### src/rtl/core/assert_macros.svh
// assertion macros for the rtl files (included by sha_ctrl.sv)
`ifndef ASSERT_MACROS_SVH
`define ASSERT_MACROS_SVH

// clocked assertion with active-low synchronous reset disable
`define ASSERT_CLK(lbl, clk, rst_n, prop, msg) \
    lbl: assert property (@(posedge clk) disable iff (!rst_n) prop) else $error(msg);

`endif

### src/rtl/core/sha_pkg.sv
// types, constants and round functions for the sha-256 hasher
package sha_pkg;

    typedef enum logic [1:0] {
        SRC_DATA,
        SRC_PAD80,
        SRC_ZERO,
        SRC_LEN
    } t_src;

    typedef struct packed {
        logic       shift;
        t_src       src;
        logic [2:0] len_idx;
        logic       count_byte;
        logic       load;
        logic       round;
        logic [5:0] rnd;
        logic       add_hash;
        logic       clear;
        logic [2:0] word_sel;
    } t_dp_cmd;

    localparam logic [7:0] PAD_BYTE = 8'h80;
    localparam logic [5:0] LEN_POS  = 6'd56;
    localparam logic [5:0] LAST_POS = 6'd63;

    localparam logic [31:0] ROUND_K [0:63] = '{
        32'h428a2f98, 32'h71374491, 32'hb5c0fbcf, 32'he9b5dba5,
        32'h3956c25b, 32'h59f111f1, 32'h923f82a4, 32'hab1c5ed5,
        32'hd807aa98, 32'h12835b01, 32'h243185be, 32'h550c7dc3,
        32'h72be5d74, 32'h80deb1fe, 32'h9bdc06a7, 32'hc19bf174,
        32'he49b69c1, 32'hefbe4786, 32'h0fc19dc6, 32'h240ca1cc,
        32'h2de92c6f, 32'h4a7484aa, 32'h5cb0a9dc, 32'h76f988da,
        32'h983e5152, 32'ha831c66d, 32'hb00327c8, 32'hbf597fc7,
        32'hc6e00bf3, 32'hd5a79147, 32'h06ca6351, 32'h14292967,
        32'h27b70a85, 32'h2e1b2138, 32'h4d2c6dfc, 32'h53380d13,
        32'h650a7354, 32'h766a0abb, 32'h81c2c92e, 32'h92722c85,
        32'ha2bfe8a1, 32'ha81a664b, 32'hc24b8b70, 32'hc76c51a3,
        32'hd192e819, 32'hd6990624, 32'hf40e3585, 32'h106aa070,
        32'h19a4c116, 32'h1e376c08, 32'h2748774c, 32'h34b0bcb5,
        32'h391c0cb3, 32'h4ed8aa4a, 32'h5b9cca4f, 32'h682e6ff3,
        32'h748f82ee, 32'h78a5636f, 32'h84c87814, 32'h8cc70208,
        32'h90befffa, 32'ha4506ceb, 32'hbef9a3f7, 32'hc67178f2
    };

    localparam logic [31:0] INIT_H [0:7] = '{
        32'h6a09e667, 32'hbb67ae85, 32'h3c6ef372, 32'ha54ff53a,
        32'h510e527f, 32'h9b05688c, 32'h1f83d9ab, 32'h5be0cd19
    };

    function automatic logic [31:0] big_s0(input logic [31:0] x);
        return {x[1:0], x[31:2]} ^ {x[12:0], x[31:13]} ^ {x[21:0], x[31:22]};
    endfunction

    function automatic logic [31:0] big_s1(input logic [31:0] x);
        return {x[5:0], x[31:6]} ^ {x[10:0], x[31:11]} ^ {x[24:0], x[31:25]};
    endfunction

    function automatic logic [31:0] sml_s0(input logic [31:0] x);
        return {x[6:0], x[31:7]} ^ {x[17:0], x[31:18]} ^ {3'b000, x[31:3]};
    endfunction

    function automatic logic [31:0] sml_s1(input logic [31:0] x);
        return {x[16:0], x[31:17]} ^ {x[18:0], x[31:19]} ^ {10'b0, x[31:10]};
    endfunction

endpackage

### src/rtl/core/sha_if.sv
// request channels of the sha-256 hasher
interface sha_in_if;
    logic       valid;
    logic       ready;
    logic [7:0] data_byte;
    logic       has_byte;
    logic       end_of_message;

    modport source (output valid, data_byte, has_byte, end_of_message, input ready);
    modport sink (input valid, data_byte, has_byte, end_of_message, output ready);
endinterface

interface sha_out_if;
    logic        valid;
    logic        ready;
    logic [31:0] digest_word;
    logic [2:0]  word_number;
    logic        last_word;

    modport source (output valid, digest_word, word_number, last_word, input ready);
    modport sink (input valid, digest_word, word_number, last_word, output ready);
endinterface

### src/rtl/core/sha_datapath.sv
// block shift buffer, schedule window, round logic and hash words
module sha_datapath (
    input  logic                 i_clk,
    input  logic                 i_rst_n,
    input  sha_pkg::t_dp_cmd     i_cmd,
    input  logic [7:0]           i_data_byte,
    output logic [31:0]          o_digest
);

    logic [511:0] r_blk;
    logic [31:0]  r_w [0:15];
    logic [31:0]  r_v [0:7];
    logic [31:0]  r_h [0:7];
    logic [63:0]  r_bits;

    logic [7:0]  n_byte;
    logic [31:0] n_wt;
    logic [31:0] n_t1;
    logic [31:0] n_t2;
    logic [31:0] n_ch;
    logic [31:0] n_maj;
    logic [5:0]  n_lsel;

    always_comb begin
        n_lsel = {~i_cmd.len_idx, 3'b000};
        case (i_cmd.src)
            sha_pkg::SRC_DATA:  n_byte = i_data_byte;
            sha_pkg::SRC_PAD80: n_byte = sha_pkg::PAD_BYTE;
            sha_pkg::SRC_LEN:   n_byte = r_bits[n_lsel +: 8];
            default:            n_byte = 8'h00;
        endcase
    end

    // rotating window: r_w[0] is w[t] in the first 16 rounds, w[t-16] after
    always_comb begin
        if (i_cmd.rnd[5:4] == 2'b00) begin
            n_wt = r_w[0];
        end else begin
            n_wt = sha_pkg::sml_s1(r_w[14]) + r_w[9] + sha_pkg::sml_s0(r_w[1]) + r_w[0];
        end
        n_ch  = (r_v[4] & r_v[5]) ^ (~r_v[4] & r_v[6]);
        n_maj = (r_v[0] & r_v[1]) ^ (r_v[0] & r_v[2]) ^ (r_v[1] & r_v[2]);
        n_t1  = r_v[7] + sha_pkg::big_s1(r_v[4]) + n_ch + sha_pkg::ROUND_K[i_cmd.rnd] + n_wt;
        n_t2  = sha_pkg::big_s0(r_v[0]) + n_maj;
    end

    always_ff @(posedge i_clk) begin
        if (i_cmd.shift) begin
            r_blk <= {r_blk[503:0], n_byte};
        end
        if (i_cmd.load) begin
            for (int i = 0; i < 16; i++) begin
                r_w[i] <= r_blk[511 - 32*i -: 32];
            end
            for (int i = 0; i < 8; i++) begin
                r_v[i] <= r_h[i];
            end
        end else if (i_cmd.round) begin
            for (int i = 0; i < 15; i++) begin
                r_w[i] <= r_w[i+1];
            end
            r_w[15] <= n_wt;
            r_v[0]  <= n_t1 + n_t2;
            r_v[1]  <= r_v[0];
            r_v[2]  <= r_v[1];
            r_v[3]  <= r_v[2];
            r_v[4]  <= r_v[3] + n_t1;
            r_v[5]  <= r_v[4];
            r_v[6]  <= r_v[5];
            r_v[7]  <= r_v[6];
        end
    end

    always_ff @(posedge i_clk) begin
        if (!i_rst_n || i_cmd.clear) begin
            for (int i = 0; i < 8; i++) begin
                r_h[i] <= sha_pkg::INIT_H[i];
            end
            r_bits <= 64'd0;
        end else begin
            if (i_cmd.add_hash) begin
                for (int i = 0; i < 8; i++) begin
                    r_h[i] <= r_h[i] + r_v[i];
                end
            end
            if (i_cmd.count_byte) begin
                r_bits <= r_bits + 64'd8;
            end
        end
    end

    assign o_digest = r_h[i_cmd.word_sel];

endmodule

### src/rtl/core/sha_ctrl.sv
// sequencer for byte intake, padding, rounds and digest readout
`include "assert_macros.svh"

module sha_ctrl (
    input  logic             i_clk,
    input  logic             i_rst_n,
    input  logic             i_in_valid,
    input  logic             i_has_byte,
    input  logic             i_end_of_message,
    output logic             o_in_ready,
    output logic             o_out_valid,
    input  logic             i_out_ready,
    output logic [2:0]       o_word,
    output sha_pkg::t_dp_cmd o_cmd
);

    typedef enum logic [2:0] {
        S_IDLE,
        S_P80,
        S_PZERO,
        S_PLEN,
        S_LOAD,
        S_COMP,
        S_ADD,
        S_OUT
    } t_state;

    t_state     r_state, n_state;
    t_state     r_ret, n_ret;
    logic [5:0] r_fill, n_fill;
    logic [5:0] r_rnd, n_rnd;
    logic [2:0] r_word, n_word;
    logic       n_acc;

    always_comb begin
        n_state = r_state;
        n_ret   = r_ret;
        n_fill  = r_fill;
        n_rnd   = r_rnd;
        n_word  = r_word;
        n_acc   = i_in_valid && (r_state == S_IDLE);
        o_cmd   = '0;
        o_cmd.src      = sha_pkg::SRC_DATA;
        o_cmd.len_idx  = r_fill[2:0];
        o_cmd.rnd      = r_rnd;
        o_cmd.word_sel = r_word;
        case (r_state)
            S_IDLE: begin
                if (n_acc && i_has_byte) begin
                    o_cmd.shift      = 1'b1;
                    o_cmd.count_byte = 1'b1;
                    n_fill = r_fill + 6'd1;
                    if (r_fill == sha_pkg::LAST_POS) begin
                        n_state = S_LOAD;
                        n_ret   = i_end_of_message ? S_P80 : S_IDLE;
                    end else if (i_end_of_message) begin
                        n_state = S_P80;
                    end
                end else if (n_acc && i_end_of_message) begin
                    n_state = S_P80;
                end
            end
            S_P80: begin
                o_cmd.shift = 1'b1;
                o_cmd.src   = sha_pkg::SRC_PAD80;
                n_fill = r_fill + 6'd1;
                n_state = S_PZERO;
                if (r_fill == sha_pkg::LAST_POS) begin
                    n_state = S_LOAD;
                    n_ret   = S_PZERO;
                end
            end
            S_PZERO: begin
                if (r_fill == sha_pkg::LEN_POS) begin
                    n_state = S_PLEN;
                end else begin
                    o_cmd.shift = 1'b1;
                    o_cmd.src   = sha_pkg::SRC_ZERO;
                    n_fill = r_fill + 6'd1;
                    if (r_fill == sha_pkg::LAST_POS) begin
                        n_state = S_LOAD;
                        n_ret   = S_PZERO;
                    end
                end
            end
            S_PLEN: begin
                o_cmd.shift = 1'b1;
                o_cmd.src   = sha_pkg::SRC_LEN;
                n_fill = r_fill + 6'd1;
                if (r_fill == sha_pkg::LAST_POS) begin
                    n_state = S_LOAD;
                    n_ret   = S_OUT;
                end
            end
            S_LOAD: begin
                o_cmd.load = 1'b1;
                n_rnd   = 6'd0;
                n_state = S_COMP;
            end
            S_COMP: begin
                o_cmd.round = 1'b1;
                n_rnd = r_rnd + 6'd1;
                if (r_rnd == sha_pkg::LAST_POS) begin
                    n_state = S_ADD;
                end
            end
            S_ADD: begin
                o_cmd.add_hash = 1'b1;
                n_word  = 3'd0;
                n_state = r_ret;
            end
            S_OUT: begin
                if (i_out_ready) begin
                    n_word = r_word + 3'd1;
                    if (r_word == 3'd7) begin
                        o_cmd.clear = 1'b1;
                        n_fill  = 6'd0;
                        n_state = S_IDLE;
                    end
                end
            end
            default: begin
                n_state = S_IDLE;
            end
        endcase
    end

    always_ff @(posedge i_clk) begin
        if (!i_rst_n) begin
            r_state <= S_IDLE;
            r_ret   <= S_IDLE;
            r_fill  <= 6'd0;
            r_rnd   <= 6'd0;
            r_word  <= 3'd0;
        end else begin
            r_state <= n_state;
            r_ret   <= n_ret;
            r_fill  <= n_fill;
            r_rnd   <= n_rnd;
            r_word  <= n_word;
        end
    end

    assign o_in_ready  = (r_state == S_IDLE);
    assign o_out_valid = (r_state == S_OUT);
    assign o_word      = r_word;

    `ASSERT_CLK(a_no_overlap, i_clk, i_rst_n, !(o_in_ready && o_out_valid), "intake during readout")
    `ASSERT_CLK(a_len_next, i_clk, i_rst_n, (r_state == S_PZERO && r_fill == sha_pkg::LEN_POS) |=> (r_state == S_PLEN), "length not after zero fill")
    `ASSERT_CLK(a_back_idle, i_clk, i_rst_n, (o_out_valid && i_out_ready && r_word == 3'd7) |=> (o_in_ready && r_fill == 6'd0), "no return to idle after digest")
    `ASSERT_CLK(a_rounds_done, i_clk, i_rst_n, (r_state == S_ADD) |-> ($past(r_rnd) == sha_pkg::LAST_POS), "compression left early")

endmodule

### src/rtl/core/sha256_message_hasher_top.sv
// sha-256 hasher top: one byte request in, eight digest word requests out
// a byte request is taken while idle; every 64th byte starts a compression (load, 64 rounds, hash add)
// the end request adds padding (0x80, zero fill, 64-bit length), one or two compressions, then 8 word requests
// one compression round per cycle through a single shared round unit
// synchronous active-low reset restores the initial hash and clears length and fill
module sha256_message_hasher_top (
    input  logic       i_clk,
    input  logic       i_rst_n,
    sha_in_if.sink     i_in,
    sha_out_if.source  o_out
);

    sha_pkg::t_dp_cmd w_cmd;
    logic [31:0]      w_digest;
    logic [2:0]       w_word;

    sha_ctrl u_ctrl (
        .i_clk            (i_clk),
        .i_rst_n          (i_rst_n),
        .i_in_valid       (i_in.valid),
        .i_has_byte       (i_in.has_byte),
        .i_end_of_message (i_in.end_of_message),
        .o_in_ready       (i_in.ready),
        .o_out_valid      (o_out.valid),
        .i_out_ready      (o_out.ready),
        .o_word           (w_word),
        .o_cmd            (w_cmd)
    );

    sha_datapath u_dp (
        .i_clk       (i_clk),
        .i_rst_n     (i_rst_n),
        .i_cmd       (w_cmd),
        .i_data_byte (i_in.data_byte),
        .o_digest    (w_digest)
    );

    assign o_out.digest_word = w_digest;
    assign o_out.word_number = w_word;
    assign o_out.last_word   = (w_word == 3'd7);

endmodule
### src/flat_wrapper.sv
// flat-port wrapper written by rule: the top's interface ports become plain ports
module sha256_message_hasher_top_flat 
  (i_clk, i_rst_n, i_in_valid, i_in_data_byte, i_in_has_byte, i_in_end_of_message, i_in_ready, o_out_valid, o_out_digest_word, o_out_word_number, o_out_last_word, o_out_ready);
  sha_in_if i_in_i ();
  sha_out_if o_out_i ();
  input  logic i_clk;
  input  logic i_rst_n;
  input wire logic [$bits(i_in_i.valid)-1:0] i_in_valid;
  input wire logic [$bits(i_in_i.data_byte)-1:0] i_in_data_byte;
  input wire logic [$bits(i_in_i.has_byte)-1:0] i_in_has_byte;
  input wire logic [$bits(i_in_i.end_of_message)-1:0] i_in_end_of_message;
  output wire logic [$bits(i_in_i.ready)-1:0] i_in_ready;
  output wire logic [$bits(o_out_i.valid)-1:0] o_out_valid;
  output wire logic [$bits(o_out_i.digest_word)-1:0] o_out_digest_word;
  output wire logic [$bits(o_out_i.word_number)-1:0] o_out_word_number;
  output wire logic [$bits(o_out_i.last_word)-1:0] o_out_last_word;
  input wire logic [$bits(o_out_i.ready)-1:0] o_out_ready;
  assign i_in_i.valid = i_in_valid;
  assign i_in_i.data_byte = i_in_data_byte;
  assign i_in_i.has_byte = i_in_has_byte;
  assign i_in_i.end_of_message = i_in_end_of_message;
  assign i_in_ready = i_in_i.ready;
  assign o_out_valid = o_out_i.valid;
  assign o_out_digest_word = o_out_i.digest_word;
  assign o_out_word_number = o_out_i.word_number;
  assign o_out_last_word = o_out_i.last_word;
  assign o_out_i.ready = o_out_ready;
  sha256_message_hasher_top u_core (.i_clk(i_clk), .i_rst_n(i_rst_n), .i_in(i_in_i), .o_out(o_out_i));
endmodule
### config.mk
export PLATFORM = sky130hd
export DESIGN_NAME = sha256_message_hasher_top_flat
export DESIGN_NICKNAME = d
export VERILOG_FILES = /design/src/rtl/core/sha_pkg.sv /design/src/rtl/core/sha_if.sv /design/src/rtl/core/sha_datapath.sv /design/src/rtl/core/sha_ctrl.sv /design/src/rtl/core/sha256_message_hasher_top.sv /design/src/flat_wrapper.sv
export VERILOG_INCLUDE_DIRS = /design/src /design/src/rtl/core
export SDC_FILE = /design/constraint.sdc
export NUM_CORES = 2
export LEC_CHECK = 0
export BUFFER_PORTS_ARGS = -buffer_cell sky130_fd_sc_hd__buf_2
export CORE_UTILIZATION = 55
export CTS_CLUSTER_DIAMETER = 30
export DETAILED_ROUTE_END_ITERATION = 16
export HOLD_SLACK_MARGIN = 0.05
export PLACE_DENSITY_LB_ADDON = 0.2
export RECOVER_POWER = 100
export SYNTH_ARGS = -nofsm -noshare
export SYNTH_HDL_FRONTEND = slang
export SYNTH_HIERARCHICAL = 1
export SYNTH_SLANG_ARGS = --single-unit
### constraint.sdc
create_clock -name i_clk -period 31.9 [get_ports i_clk]
set_input_delay 3.19 -clock i_clk [delete_from_list [all_inputs] [get_ports i_clk]]
set_output_delay 3.19 -clock i_clk [all_outputs]
set_load 0.03 [all_outputs]
# ---- After elaboration in Yosys (flattened, before gate mapping)
# Memories as Yosys holds them, arrays and structs flattened. A register that Yosys moved wholly into a read port is not among the register bits.
# Cells that the tools add are included.
dict set report op_classes {
  n_lt_le_gt_ge 1
  eq_ne 22
  shift 1
  n_reduce_logical 17
  add_sub_neg 22
  n_mux 85
  bitwise 51
}
# op count
set ops {}
lappend ops {{$mux 32} 35}
lappend ops {{$add 32x32->32} 18}
lappend ops {{$xor 32x32->32} 9}
lappend ops {{$and 32x32->32} 5}
lappend ops {{$add 64x4->64 const B} 1}
lappend ops {{$shiftx 64x7->8} 1}
lappend ops {{$mux 3} 19}
lappend ops {{$not 32->32} 1}
lappend ops {{$or 1x1->1} 32}
lappend ops {{$xor 32x22->32} 1}
lappend ops {{$xor 32x29->32} 1}
lappend ops {{$mux 6} 4}
lappend ops {{$pmux 3 s8} 1}
lappend ops {{$pmux 6 s4} 1}
lappend ops {{$pmux 8 s3} 1}
lappend ops {{$mux 1} 19}
lappend ops {{$eq 6x6->1 const B} 3}
lappend ops {{$eq 3x3->1 const B} 5}
lappend ops {{$reduce_and 5->1} 3}
lappend ops {{$add 6x1->6 const B} 2}
lappend ops {{$pmux 3 s4} 1}
lappend ops {{$pmux 6 s2} 1}
lappend ops {{$ne 2x1->1 const B} 4}
lappend ops {{$reduce_bool 4->1} 2}
lappend ops {{22 further kinds} 29}
dict set report totals {
  inputBits 14
  rom_bits 2048
  ff_bits 597
  ramBits 1024
  out_inout_bits 38
  mem_count 4
  wordCells 210
}
# memory depth width rd rd_ports_with_merged_regs wr line_no
set mem_list {}
lappend mem_list {{(no name shown)} 64 32 1 0 0 sha_datapath.sv:43} ;# n_t1 = r_v[7] + sha_pkg::big_s1(r_v[4]) + n_ch + sha_pkg::ROUND_K[i_cmd.rnd] + n_wt;
lappend mem_list {u_core.u_dp.r_w 16 32 16 0 16 sha_datapath.sv:11} ;# logic [31:0] r_w [0:15];
lappend mem_list {u_core.u_dp.r_h 8 32 9 1 8 sha_datapath.sv:13} ;# logic [31:0] r_h [0:7];
lappend mem_list {u_core.u_dp.r_v 8 32 8 0 8 sha_datapath.sv:12} ;# logic [31:0] r_v [0:7];

# ---- Logic depth before layout (Yosys ltp)
# An unclocked memory read counts as a cell.
dict set report logic_depth {
  ltp_word 10
  mapped_depth 47
  mapped_depth_nobuf 47
}

# ---- Modules after synthesis
# The synthesis kept the hierarchy.
# module seq_area_each_um2 n_inst cells_each area_per_inst_um2
set by_module_without_submodules {}
lappend by_module_without_submodules {sha_datapath 47345.4 1 7994 89691.0}
lappend by_module_without_submodules {sha_ctrl 420.4 1 170 1266.2}
lappend by_module_without_submodules {sha256_message_hasher_top 0.0 1 1 6.3}

# ---- Worst setup path after synthesis
# No wires, ideal clock.
dict set report synth_timing {
  path_type {input to register}
  start {input i_in_has_byte}
  end {register u_core.u_dp.r_blk[0] (enable)}
  path_buffers 0
  t_arrival_ns 28.123
  required_ns 30.342
  setup_slack_ns 2.218
  stages 3
  setup_time_ns 1.558
  cell_sequence {nand2_1 mux2_2 a21oi_1}
}
# item line_no
set synth_rtl {}
lappend synth_rtl {{start: declaration} flat_wrapper.sv:10} ;# input wire logic [$bits(i_in_i.has_byte)-1:0] i_in_has_byte;
lappend synth_rtl {{end signal: assignment} sha_datapath.sv:49} ;# r_blk <= {r_blk[503:0], n_byte};
lappend synth_rtl {{end: declaration} sha_datapath.sv:10} ;# logic [511:0] r_blk;

==> flow_summary.toml <==
[pwr]
p_clk_share_pct = 54.7
p_leak_nw = 41.0
pwr-share-comb_pct = 4.6
p_switching_mw = 1.59
power.internal_mw = 5.29
power_frac_seq_pct = 40.7
max-vdd-ir-drop_uv = 89.6
swShare_pct = 23.1
power_density_mw_per_mm2 = 65.2

[placement]
placedCellCount = 10100
gp_congestion = 0.977
port_buffers = 51
post-place-ws_ns = 20.52
dpl_cell_area_sq_mm = 0.0933
dp_hpwl_mm = 182

[timing]
setup_viol = 0
rsz0062_at_grt = "false"
fin_ws_ns = 11.93
maxSlewHeadroom_pct = -600
fin_skew_ns = 0.101
fin_crit_ns = 19.97
clock.fmax_mhz = 50.1
hold_viol = 0
tightest_slew_ns = 10.51
maxSlewViolCount = 2908
whs_ns = 0.400
tns_ns = 0
min_period_over_period_pct = 62.6

[hold_path]
min_path_type = "reg -> reg"
holdPathStages = 0

[clock_network]
cts_sinks = 1618
cts_made_buffers = 376
cts_hold_buf = 0
clkTransAtPathRegs_ns = 0.05
clk_path_buf_depth = 4
cts_root_buffer = "clkbuf_16"
cts_setup_buffers = 0
clk_latency_ns = 0.98
cts_resized = 0
cts-htree-levels = 5
cts_tree = "yes"

[synth]
avgSynthCellArea_sq_um = 11.1
ys_seq_area_share_pct = 52.5
synth.top_cell.area_share_pct = 50.7
synthFlopType = "edfxtp_1"
ys_seq_elements = 1618
synth_cell_types = 95
synth_edf_count = 1536
syn_inst = 8165
synth_area_leader_cell = "edfxtp_1"
synth-async-reset-ratio_pct = 0
synth_warnings = 6
synth_area_leaders = "edfxtp_1, nand2_1, ha_1, fa_1, xnor2_1"
synth.cell_area_sq_mm = 0.0910
syn_nets = 8777

[layout]
area_growth_syn_to_layout_pct = 15.8
drive_above_1_share_pct = 11.7
stdcell_area_sq_mm = 0.105
layout.nets = 8926
final_cells = 10800

[drt]
drtIter0Drc = 6473
route.vias.total = 64200
wirelength_mm = 262
drt-wirelength-per-cell_microns = 24.3
vias_per_cell = 5.96
dr.pass1.iters = 5
drc = 0
drtAntennaViolNets = 0

[floorplanning]
rows = 148
fp.dieArea_sq_mm = 0.167
die_h_microns = 409
core_sq_mm = 0.164
num_io_pins = 52
initial_core_util_pct = 55.6
die_width_microns = 409

[outcome]
outcome = "finished with violations"
violations = "max-capacitance violations, max-slew violations"

[worst_setup_path]
worstSetupPathType = "reg -> reg"
arrival_ns = 20.36
r2r_cells = 6
path_max_fanout = 136
worstSetupStartpointType = "flip-flop"
worst_setup_path_end_kind = "flip-flop"
crit_required_ns = 32.28

[grt]
grt_pass1_vias = 63800
globalRouteOverflowTotal = 0
grt_antenna_before_repair = 1
grt_usage_pct = 31.1
grt_first_pass_wirelength_mm = 391
grt_max_degree = 216

[run]
drv_cap = 44
cells in the mapped netlist (15+ instances only):
cell         n
mux2_2     261
o21a_1      51
o211ai_1    25
mux2i_1     88
nand2_1   1806
nand4_1     33
nor3_1      91
dfxtp_1     82
o31ai_1     25
and2_1      20
a21boi_0    22
nand3_1    102
o21bai_1    40
buf_1       32
edfxtp_1  1536
nand2b_1    78
and3_1      44
a31oi_1     46
a211oi_1    56
inv_1      491
or3_1       33
xnor2_1    366
a21oi_1    326
xor2_1     246
nor2b_1     57
o21ai_0    360
a21o_1     200
or2_2       15
nor2_1     388
clkbuf_1   311
ha_1       402
fa_1       196
mux4_2      82
worst max-delay path: stages, from the launching register on:
cell      delay (ns)
dfxtp_1         0.69
nand2b_1        0.19
nor2_1          2.10
or2_0           3.40
clkbuf_1        6.56
clkbuf_1        3.04
clkbuf_1        3.13
final cells by class:
cell class	instances	area, sq um
Antenna cell	3	7.51
Multi-Input combinational cell	5700	40000
Tap cell	2175	2720
Inverter	494	1850
Timing Repair Buffer	124	662
Clock buffer	424	9710
Sequential cell	1618	47800
Fill cell	12300	58100
Clock inverter	244	2660
flip-flops by register name, summed over array words and instances, names as in the netlist:
name,cells
u_core/u_ctrl/o_word,3
u_core/u_ctrl/r_fill,6
u_core/u_ctrl/r_ret,3
u_core/u_ctrl/r_rnd,6
u_core/u_ctrl/r_state,3
u_core/u_dp/r_bits,61
u_core/u_dp/r_blk,512
u_core/u_dp/r_h,256
u_core/u_dp/r_v,256
u_core/u_dp/r_w,512
layout by cell type, fill, tap and decap left out, types with 200 or more instances in the layout:
cell,synthesis,routed
nand2_1,1806,1806
edfxtp_1,1536,1536
inv_1,491,491
ha_1,402,402
nor2_1,388,387
clkbuf_16,0,381
xnor2_1,366,366
o21ai_0,360,360
a21oi_1,326,325
xor2_1,246,246
mux2_2,261,223
a21o_1,200,200
per-layer routing:
metal	vias up	global-route usage, %	part of all wire (%)
li1	29200	-	-
met1	31900	40.5	41
met2	2493	50.8	48
met3	590	4.84	6.3
met4	0	14.8	5.1
met5	-	0	0
per-stage QoR:
step | power (mW) | utilization [%]
CTS | 6.89 | 64.6
finish | 6.87 | 64.4
floorplan | 3.11 | -
global placement | 3.10 | 57.1
detailed placement | 3.10 | 57.1
global route | 7.07 | 64.4
logic make-up after synthesis:
| logic type | count (synthesis) | share of synthesized area [%] |
|---|---|---|
| flip-flops | 1618 | 52.5 |
| XOR/XNOR | 613 | 5.92 |
| buffers and inverters | 847 | 3.53 |
| AND/OR/NAND/NOR | 2723 | 12.6 |
| AO/OA/AOI/OAI | 1330 | 9.37 |
| adder cells (fa/ha/maj) | 603 | 9.90 |
| multiplexers | 431 | 6.23 |
power groups by stage:
stage               registers [mW]  logic [mW]  clock network [mW]
CTS                           2.76       0.321                3.80
finish                        2.80       0.315                3.76
global route                  2.82       0.351                3.90
floorplan                     2.89       0.225                   0
detailed placement            2.79       0.315                   0
global placement              2.79       0.310                   0
path summary, 6_finish.rpt:
path / start / endpoint / slack (ns)
setup / recovery: u_core/u_ctrl/r_state[2] / u_core/u_dp/r_v[0][24] / 11.93
hold / removal: u_core/u_dp/r_blk[413] / u_core/u_dp/r_blk[421] / 0.40
setup reg to reg: u_core/u_ctrl/r_state[2] / u_core/u_dp/r_v[0][24] / 11.93
hold reg to reg: u_core/u_dp/r_blk[413] / u_core/u_dp/r_blk[421] / 0.40
Note: power is estimated with default switching activity, not from simulation.
